**config.mk**
```make
export PLATFORM = sky130hd
export DESIGN_NAME = mfe_seq
export DESIGN_NICKNAME = d
export VERILOG_FILES = /design/src/mfe_pkg.sv /design/src/mfe_seq.sv
export SDC_FILE = /design/constraint.sdc
export NUM_CORES = 1
export LEC_CHECK = 0
export BUFFER_PORTS_ARGS = -buffer_cell sky130_fd_sc_hd__buf_2
export CAP_MARGIN = 20
export CORE_MARGIN = 1.5
export CORE_UTILIZATION = 30
export DETAILED_ROUTE_END_ITERATION = 10
export GPL_ROUTABILITY_DRIVEN = 0
export PLACE_DENSITY = 0.57
export SLEW_MARGIN = 25
export SYNTH_ARGS = -nofsm -noshare
export SYNTH_HDL_FRONTEND = slang
export SYNTH_SLANG_ARGS = --single-unit
```
**constraint.sdc**
```tcl
create_clock -name clk -period 7.2 [get_ports clk]
set_input_delay 0 -clock clk [delete_from_list [all_inputs] [get_ports clk]]
set_output_delay 0 -clock clk [all_outputs]
set_load 0.005 [all_outputs]
```
**src/mfe_pkg.sv**
```systemverilog
// ----------------------------------------------------------------------------
// mfe_pkg
// Shared constants and types for the most-frequent-element finder.
// ----------------------------------------------------------------------------
package mfe_pkg;

  localparam int unsigned DefStoreDepth = 128;
  localparam int unsigned ValueW        = 32;
  localparam int unsigned ModeCountW    = 8;

  // sequencer states, one-hot
  typedef enum logic [5:0] {
    S_IDLE  = 6'b000001,
    S_PIV   = 6'b000010,
    S_LATCH = 6'b000100,
    S_SCAN  = 6'b001000,
    S_NEXT  = 6'b010000,
    S_EMIT  = 6'b100000
  } seq_state_t;

endpackage

```
**src/mfe_seq.sv**
```systemverilog
// ----------------------------------------------------------------------------
// mfe_seq
// Load control and triangular count sequencer over the element store.
// ----------------------------------------------------------------------------
module mfe_seq import mfe_pkg::*; #(
  parameter int unsigned STORE_DEPTH = DefStoreDepth,
  localparam int unsigned AW = $clog2(STORE_DEPTH),
  localparam int unsigned CW = $clog2(STORE_DEPTH + 1)
) (
  input  logic                  clk,
  input  logic                  rst_n,
  input  logic                  start,
  output logic                  busy,
  input  logic [ValueW-1:0]     in_value,
  input  logic                  in_last_item,
  input  logic                  in_carries_value,
  output logic                  out_valid,
  output logic [ValueW-1:0]     out_mode_value,
  output logic [ModeCountW-1:0] out_mode_count,
  output logic                  out_overflowed,
  // store ports
  output logic                  mem_we,
  output logic [AW-1:0]         mem_waddr,
  output logic [ValueW-1:0]     mem_wdata,
  output logic                  mem_re,
  output logic [AW-1:0]         mem_raddr,
  input  logic [ValueW-1:0]     mem_rdata
);

  seq_state_t state_r, state_nxt;
  logic [CW-1:0] fill_r, fill_nxt;
  logic          ovf_r, ovf_nxt;
  logic [CW-1:0] i_r, i_nxt;
  logic [CW-1:0] j_r, j_nxt;
  logic          rv_r, rv_nxt;
  logic [CW-1:0] cnt_r, cnt_nxt;
  logic [CW-1:0] best_cnt_r, best_cnt_nxt;
  logic [ValueW-1:0] best_val_r, best_val_nxt;
  logic [ValueW-1:0] pivot_r, pivot_nxt;
  logic          out_valid_r, out_valid_nxt;
  logic [ValueW-1:0] out_value_r, out_value_nxt;
  logic [ModeCountW-1:0] out_count_r, out_count_nxt;
  logic          out_ovf_r, out_ovf_nxt;
  logic          accept;
  logic          room;
  logic [CW-1:0] i_inc;

  assign busy   = (state_r != S_IDLE);
  assign accept = start && !busy;
  assign room   = (fill_r < CW'(STORE_DEPTH));
  assign i_inc  = i_r + CW'(1);

  assign mem_we    = accept && in_carries_value && room;
  assign mem_waddr = fill_r[AW-1:0];
  assign mem_wdata = in_value;

  always_comb begin
    state_nxt     = state_r;
    fill_nxt      = fill_r;
    ovf_nxt       = ovf_r;
    i_nxt         = i_r;
    j_nxt         = j_r;
    rv_nxt        = rv_r;
    cnt_nxt       = cnt_r;
    best_cnt_nxt  = best_cnt_r;
    best_val_nxt  = best_val_r;
    pivot_nxt     = pivot_r;
    out_valid_nxt = 1'b0;
    out_value_nxt = out_value_r;
    out_count_nxt = out_count_r;
    out_ovf_nxt   = out_ovf_r;
    mem_re        = 1'b0;
    mem_raddr     = j_r[AW-1:0];

    unique case (state_r)
      S_IDLE: begin
        if (accept) begin
          if (mem_we) begin
            fill_nxt = fill_r + CW'(1);
          end else if (in_carries_value) begin
            ovf_nxt = 1'b1;
          end
          if (in_last_item) begin
            best_cnt_nxt = '0;
            best_val_nxt = '0;
            i_nxt        = '0;
            state_nxt    = (fill_nxt == '0) ? S_EMIT : S_PIV;
          end
        end
      end
      S_PIV: begin
        mem_re    = 1'b1;
        mem_raddr = i_r[AW-1:0];
        state_nxt = S_LATCH;
      end
      S_LATCH: begin
        pivot_nxt = mem_rdata;
        cnt_nxt   = CW'(1);
        j_nxt     = i_inc;
        rv_nxt    = 1'b0;
        state_nxt = S_SCAN;
      end
      S_SCAN: begin
        // compare data from the read issued last cycle, issue the next one
        if (rv_r && (mem_rdata == pivot_r)) begin
          cnt_nxt = cnt_r + CW'(1);
        end
        if (j_r < fill_r) begin
          mem_re = 1'b1;
          j_nxt  = j_r + CW'(1);
          rv_nxt = 1'b1;
        end else begin
          rv_nxt    = 1'b0;
          state_nxt = S_NEXT;
        end
      end
      S_NEXT: begin
        // strictly larger only: earliest value keeps ties
        if (cnt_r > best_cnt_r) begin
          best_cnt_nxt = cnt_r;
          best_val_nxt = pivot_r;
        end
        i_nxt     = i_inc;
        state_nxt = (i_inc == fill_r) ? S_EMIT : S_PIV;
      end
      S_EMIT: begin
        out_valid_nxt = 1'b1;
        out_value_nxt = best_val_r;
        out_count_nxt = (32'(best_cnt_r) > 32'd255) ? '1 : ModeCountW'(best_cnt_r);
        out_ovf_nxt   = ovf_r;
        fill_nxt      = '0;
        ovf_nxt       = 1'b0;
        state_nxt     = S_IDLE;
      end
      default: begin
        state_nxt = S_IDLE;
      end
    endcase
  end

  always_ff @(posedge clk) begin
    if (!rst_n) begin
      state_r     <= S_IDLE;
      fill_r      <= '0;
      ovf_r       <= 1'b0;
      rv_r        <= 1'b0;
      out_valid_r <= 1'b0;
    end else begin
      state_r     <= state_nxt;
      fill_r      <= fill_nxt;
      ovf_r       <= ovf_nxt;
      rv_r        <= rv_nxt;
      out_valid_r <= out_valid_nxt;
    end
  end

  always_ff @(posedge clk) begin
    i_r         <= i_nxt;
    j_r         <= j_nxt;
    cnt_r       <= cnt_nxt;
    best_cnt_r  <= best_cnt_nxt;
    best_val_r  <= best_val_nxt;
    pivot_r     <= pivot_nxt;
    out_value_r <= out_value_nxt;
    out_count_r <= out_count_nxt;
    out_ovf_r   <= out_ovf_nxt;
  end

  assign out_valid      = out_valid_r;
  assign out_mode_value = out_value_r;
  assign out_mode_count = out_count_r;
  assign out_overflowed = out_ovf_r;

`ifndef NO_ASSERTIONS
  a_fill_bound: assert property (@(posedge clk) disable iff (!rst_n)
    fill_r <= CW'(STORE_DEPTH))
    else $error("fill count beyond store depth");

  a_strobe_single: assert property (@(posedge clk) disable iff (!rst_n)
    out_valid_r |=> !out_valid_r)
    else $error("result strobe held longer than one cycle");

  a_last_goes_busy: assert property (@(posedge clk) disable iff (!rst_n)
    (accept && in_last_item) |=> busy)
    else $error("closing transaction did not start the count pass");

  a_scan_in_range: assert property (@(posedge clk) disable iff (!rst_n)
    (state_r == S_SCAN) |-> (j_r <= fill_r && i_r < fill_r))
    else $error("scan index outside the stored set");

  a_emit_clears: assert property (@(posedge clk) disable iff (!rst_n)
    (state_r == S_EMIT) |=> (fill_r == '0 && !ovf_r && out_valid_r))
    else $error("set not cleared after result");
`endif

endmodule
```
==> flow_metrics.py, run 1 <==
metrics = {
    "clock_tree": {
        "cts_buffers": 17,
        "root_buffer": "clkbuf_16",
        "post_cts_resized": 0,
        "clk_pin_slew_ps": 60,
        "clock-sinks": 154,
        "h-tree-depth": 4,
        "cts_tree": "done",
        "cts_buffer_depth": 2,
        "clk_latency_ps": 420,
    },
    "finish": {
        "fillers": 2238,
        "synthToLayoutAreaGrowth_pct": 20.51,
        "diodes": 0,
        "drive_above_1_share": 0.2285,
        "nets": 715,
    },
    "worst_setup_path": {
        "crit_required_ps": 7200,
        "cp_common_cell": "nand2_1",
        "worst-path-max-fanout": 24,
        "crit_path_top_delay_cell": "nand2_1",
        "crit_chain": "nor4_1, nand2_1, a211oi_1, o211ai_1, nand2_1, buf_2",
        "critPathMaxStageDelay_ps": 680,
        "critPathKind": "flip-flop to output port",
        "worst_setup_path_start_kind": "flip-flop",
        "worstPathArrival_ps": 3160,
        "crit_path_end_kind": "output port",
    },
    "sta": {
        "worstMarginPinSlew_ps": 888.3,
        "min_period_ps": 3161,
        "max_clock_freq_ghz": 0.3163,
        "slew_viol_final": 0,
        "finalCritPeriodShare": 0.4390,
        "setup_tns_ps": 0,
        "setup_viol": 0,
        "max_slew_margin": 0.4078,
        "rsz0062_at_grt": "no",
        "fin_skew_ps": 13.89,
        "hold_viol": 0,
    },
    "power_and_ir_drop": {
        "vdd_ir_drop_max_v": 0.0001225,
        "fin_total_pwr_uw": 2225,
        "power_leakage_uw": 0.003091,
        "p_per_area_nw_per_um2": 261.7,
    },
    "die": {
        "fp.coreArea_sq_um": 22850,
        "die_area_sq_um": 24450,
        "die_w_um": 156.4,
        "die_y_um": 156.4,
        "start_util": 0.3089,
        "top_level_ports": 160,
        "num_rows": 55,
    },
    "logic_synthesis": {
        "syn_avg_cell_area_sq_um": 13.44,
        "yosysMostFrequentCell": "edfxtp_1",
        "synth_cell_types": 52,
        "yosysWarnings": 0,
        "yosysSeqAreaShare": 0.6312,
        "synth-edff-count": 137,
        "synthTopCellsByArea": "edfxtp_1 58%, dfxtp_1 4.8%, xnor2_1 4.7%",
        "ys_ff_latch": 154,
        "syn_area_sq_um": 7057,
        "synth_area_leader_cell": "edfxtp_1",
        "synth-main-ff-cell": "edfxtp_1",
        "async_flop_share": 0,
        "synth_cells": 525,
        "synth_top_cell_area_share": 0.5830,
        "syn-num-nets": 613,
        "synth_common_cells": "137 x edfxtp_1, 41 x and2_1, 39 x buf_4",
    },
    "global_route": {
        "met1_usage": 0.1512,
        "grtUsageTotal": 0.1253,
        "globalRouteMet2Util": 0.1992,
        "grt_pass1_vias": 4436,
        "grt_pass1_wl_mm": 23.43,
        "busiest_layer": "met2",
        "antenna_found_initial": 0,
        "use_met3": 0.03572,
        "gr-total-overflow": 0,
        "grt_start_max_net_pins": 44,
    },
    "status": {
        "status": "finished clean",
    },
    "flow_run": {
        "maxCapViolCount": 0,
    },
    "route": {
        "wire_per_inst_um": 15.45,
        "drc_errors": 0,
        "drt_iter0_drc": 212,
        "dr.pass1.iters": 4,
        "routed_via_density": 4.499,
        "vias": 4283,
        "detail-route-antenna-nets": 0,
        "routed_wl_mm": 14.71,
    },
    "placed_design": {
        "hpwlAfterDp_mm": 10.45,
        "portBuffers": 95,
    },
    "hold_path": {
        "min_path_type": "input pin to output port",
    },
}
## metal layers
layer	up-vias	wire length (um)
li1	2073	-
met5	-	0
met4	0	535
met2	104	7001
met3	57	797
met1	2049	6371
## metrics by stage
step | utilization | setup slack (ps) | area (sq um) | instances | hold slack [ps]
floorplan | - | 2310 | 7057 | 525 | 80.82
global placement | 0.3332 | 4155 | 7612 | 886 | 0.03458
detailed placement | 0.3332 | 3876 | 7612 | 886 | 0.03458
CTS | 0.3722 | 3866 | 8504 | 952 | 0.03458
global route | 0.3722 | 3747 | 8504 | 952 | 0.007980
finish | 0.3722 | 4039 | 8504 | 952 | 0.001995
## final timing paths
kind / start / end / slack, ps / depth (start not counted)
setup / recovery: state_r[0] / mem_re / 4040 / 6
hold / removal: in_value[20] / mem_wdata[20] / 0.002 / 0
setup reg to reg: state_r[0] / j_r[3] / 4070 / 5
hold reg to reg: best_val_r[21] / out_mode_value[21] / 410 / 0
## power by group
group	switching (uW)	internal [uW]
clock network	371	448
registers	43.0	1070
logic	175	119
## registers in the layout (all words and copies together), names as in the netlist
| signal | cells |
|---|---|
| best_val_r | 32 |
| out_mode_count | 8 |
| out_mode_value | 32 |
| best_cnt_r | 8 |
| out_overflowed | 1 |
| fill_r | 8 |
| ovf_r | 1 |
| i_r | 8 |
| rv_r | 1 |
| cnt_r | 8 |
| j_r | 8 |
| pivot_r | 32 |
| state_r | 6 |
| out_valid | 1 |
## worst max-delay path, delay by kind of cell, from the launching register on
kind / cells / cell delay, ps
AOI/OAI and AO/OA: 2 / 720
buffers and inverters: 1 / 140
DFF: 1 / 370
and+or+nand+nor: 3 / 1500
## logic make-up after synthesis
family                     Yosys count  share of synthesized area
and+or+nand+nor                    165                     0.1369
DFF                                154                     0.6312
muxes                                9                    0.01418
AOI/OAI and AO/OA                   44                    0.04043
xor gates and xnor gates            64                    0.08333
buffers and inverters               70                    0.06028
adders and majority gates           19                    0.03369
## area by class of cell
| cell class | instances | area, sq um | area share |
|---|---|---|---|
| multi-input cells | 301 | 2193 | 0.2579 |
| flip-flops and latches | 154 | 4454 | 0.5238 |
| clock buffers | 18 | 429.2 | 0.05046 |
| clock inverters | 13 | 112.6 | 0.01324 |
| well taps | 313 | 391.6 | 0.04605 |
| inverters | 20 | 75.07 | 0.008827 |
| repair buffers | 133 | 848.3 | 0.09975 |
## layout by cell type (no fill, tap or decap), types with 4 or more instances in the layout
cell type	count
a22oi_1	4
clkbuf_16	17
nand3_1	20
mux2_2	8
nand2b_1	5
a21oi_1	17
a211oi_1	5
nor2_1	34
and2_1	41
and3_1	7
nand2_1	16
inv_6	4
clkinvlp_4	5
xnor2_1	38
dfxtp_1	17
ha_1	19
nand4_1	9
buf_2	95
inv_1	18
xor2_1	24
dlygate4sd3_1	35
nor4_1	6
edfxtp_1	137
nand3b_1	5
## what timing repair did
action | CTS | global route
endpoints found under the setup margin | 0 | 0
hold endpoints to repair | 39 | 0
buffers inserted | 0 | 0
hold buffers | 35 | 0
Note: power is estimated with default switching activity, not from simulation.
==> inputs of run 2 (changes only) <==
==> constraint.sdc (replaced) <==
create_clock -name clk -period 3.2 [get_ports clk]
set_input_delay 0 -clock clk [delete_from_list [all_inputs] [get_ports clk]]
set_output_delay 0 -clock clk [all_outputs]
set_load 0.005 [all_outputs]
==> run 2 against run 1 <==
Clock power grew 140%. Routed wire length is 0.78% higher. Largest power group unchanged. First-iteration DRC count up 9.4%.
==> flow_metrics.py, run 2 (synthesized netlist as in run 1, its figures left out) <==
metrics = {
    "status": {
        "status": "finished clean",
    },
    "hold_path": {
        "min_path_type": "input pin to output port",
        "whs_endpoint": "mem_wdata[10]",
        "hold_path_depth": 0,
        "holdCritStartpoint": "in_value[10]",
    },
    "power_and_ir_drop": {
        "p_sw_frac": 0.2748,
        "fin_total_pwr_uw": 5150,
        "p_int_uw": 3735,
        "p_per_area_nw_per_um2": 599.1,
        "vdd_ir_drop_max_v": 0.0002593,
        "p_sw_uw": 1415,
        "comb_power_share": 0.132,
        "clkPwrFrac": 0.382,
        "power_leakage_uw": 0.003153,
        "p_seq_frac": 0.486,
    },
    "route": {
        "detail-route-antenna-nets": 0,
        "vias": 4271,
        "drc_errors": 0,
        "routed_wl_mm": 14.82,
        "drt_iter0_drc": 232,
        "dr.pass1.iters": 4,
        "wire_per_inst_um": 15.50,
        "routed_via_density": 4.468,
    },
    "finish": {
        "final_cell_mix": "137 x edfxtp_1, 95 x buf_2, 41 x and2_1",
        "multi_input_area_sq_um": 2193,
        "seq_area_sq_um": 4454,
        "nets": 718,
        "drive_above_1_share": 0.2348,
        "synthToLayoutAreaGrowth_pct": 21.81,
        "fillers": 2237,
        "fin_cells": 956,
        "diodes": 0,
        "final_common_cell": "edfxtp_1",
        "final_core_util": 0.3762,
    },
    "global_route": {
        "gr-total-overflow": 0,
        "grt_start_max_net_pins": 43,
        "grt_pass1_vias": 4358,
        "antenna_found_initial": 0,
        "grtUsageTotal": 0.1239,
        "grt_pass1_wl_mm": 23.12,
    },
    "clock_tree": {
        "cts_buffer_depth": 2,
        "post_cts_buffers": 0,
        "clock-sinks": 154,
        "root_buffer": "clkbuf_16",
        "clk_pin_slew_ps": 70,
        "clk_latency_ps": 420,
        "h-tree-depth": 4,
        "cts_tree": "done",
        "cts_buffers": 17,
    },
    "flow_run": {
        "maxCapViolCount": 0,
    },
    "worst_setup_path": {
        "rr_endpoint": "best_val_r[27]",
        "worst_setup_path_start_kind": "flip-flop",
        "crit_path_end_kind": "output port",
        "crit_path_top_delay_cell": "dfxtp_1",
        "worstPathArrival_ps": 2450,
        "ff2ff_path_depth": 5,
        "critPathKind": "flip-flop to output port",
        "r2r_slack_ps": 790,
        "crit_required_ps": 3200,
        "cp_top_family": "simple AND/OR/NAND/NOR gates",
        "crit_chain": "inv_1, ha_1, nor2_1, or4_1, o211ai_1, nand2_1, buf_2",
        "worst-path-max-fanout": 12,
        "rr_startpoint": "state_r[3]",
        "critPathBufInv": 2,
        "critPathMaxStageDelay_ps": 600,
    },
    "placed_design": {
        "portBuffers": 95,
        "dp.cells": 889,
        "hpwlAfterDp_mm": 10.79,
    },
    "die": {
        "num_rows": 55,
        "fp.coreArea_sq_um": 22850,
        "die_w_um": 156.4,
        "die_area_sq_um": 24450,
        "start_util": 0.3089,
        "top_level_ports": 160,
        "die_y_um": 156.4,
    },
    "sta": {
        "hold_viol": 0,
        "slew_viol_final": 0,
        "finalCritPeriodShare": 0.7651,
        "max_slew_margin": 0.5240,
        "min_period_ps": 2448,
        "rsz0062_at_grt": "no",
        "setup_viol": 0,
        "setup_tns_ps": 0,
        "worstMarginPinSlew_ps": 707.5,
        "fin_skew_ps": 12.43,
        "max_clock_freq_ghz": 0.4085,
        "whs_ps": 0.002245,
    },
}
## run 2: cell count changes in the layout (fill, tap and decap cells not counted), sizes merged
cell,delta
clkbuf,-1
clkinvlp,-5
buf,+3
clkinv,+6
inv,+1
## run 2: cell type report
| type | count | area share |
|---|---|---|
| flip-flops and latches | 154 | 0.5182 |
| multi-input cells | 301 | 0.2552 |
| repair buffers | 136 | 0.1028 |
| clock buffers | 17 | 0.04949 |
| well taps | 313 | 0.04556 |
| clock inverters | 15 | 0.02009 |
| inverters | 20 | 0.008734 |
## run 2: worst register-to-register path: cells and delay by family (launching register included)
family	cells	cell delay, ps
buffers and inverters	1	250
DFF	1	360
AOI/OAI and AO/OA	1	150
and+or+nand+nor	3	1330
## run 2: timing repair
| action | CTS | global route |
|---|---|---|
| hold endpoints to repair | 39 | 0 |
| resized for setup | 0 | 0 |
| hold buffers | 35 | 0 |
## run 2: routing by layer
layer  vias to the layer above  track usage  wire length, um
li1                       2069            -                -
met1                      2055       0.1471             6244
met2                       120       0.2087             7454
met3                        27      0.03683              844
met4                         0      0.05261              276
met5                         -            0                0
## run 2: worst max path at each step
stage / startpoint / end / cells past startpoint
3_5_place_dp: state_r[0] / best_val_r[3] / 5
4_1_cts: fill_r[2] / mem_re / 7
5_1_grt: state_r[0] / cnt_r[0] / 7
6_report: fill_r[2] / mem_re / 7
2_1_floorplan: state_r[1] / best_cnt_r[0] / 5
3_3_place_gp: state_r[3] / out_mode_value[24] / 4
## run 2: power groups by stage
stage / sequential (uW) / clock (uW) / combinational (uW)
after floorplan: 2510 / 0 / 461
final: 2500 / 1970 / 681
after global placement: 2540 / 0 / 624
after CTS: 2500 / 2010 / 684
after detailed placement: 2550 / 0 / 639
after global routing: 2520 / 2100 / 750
## run 2: per-stage QoR
step                      setup slack, ps  cell area [sq um]
after floorplan                     123.7               7061
after global placement              865.9               7647
after detailed placement            802.3               7647
after CTS                           724.9               8596
after global routing                559.3               8596
final                               751.8               8596
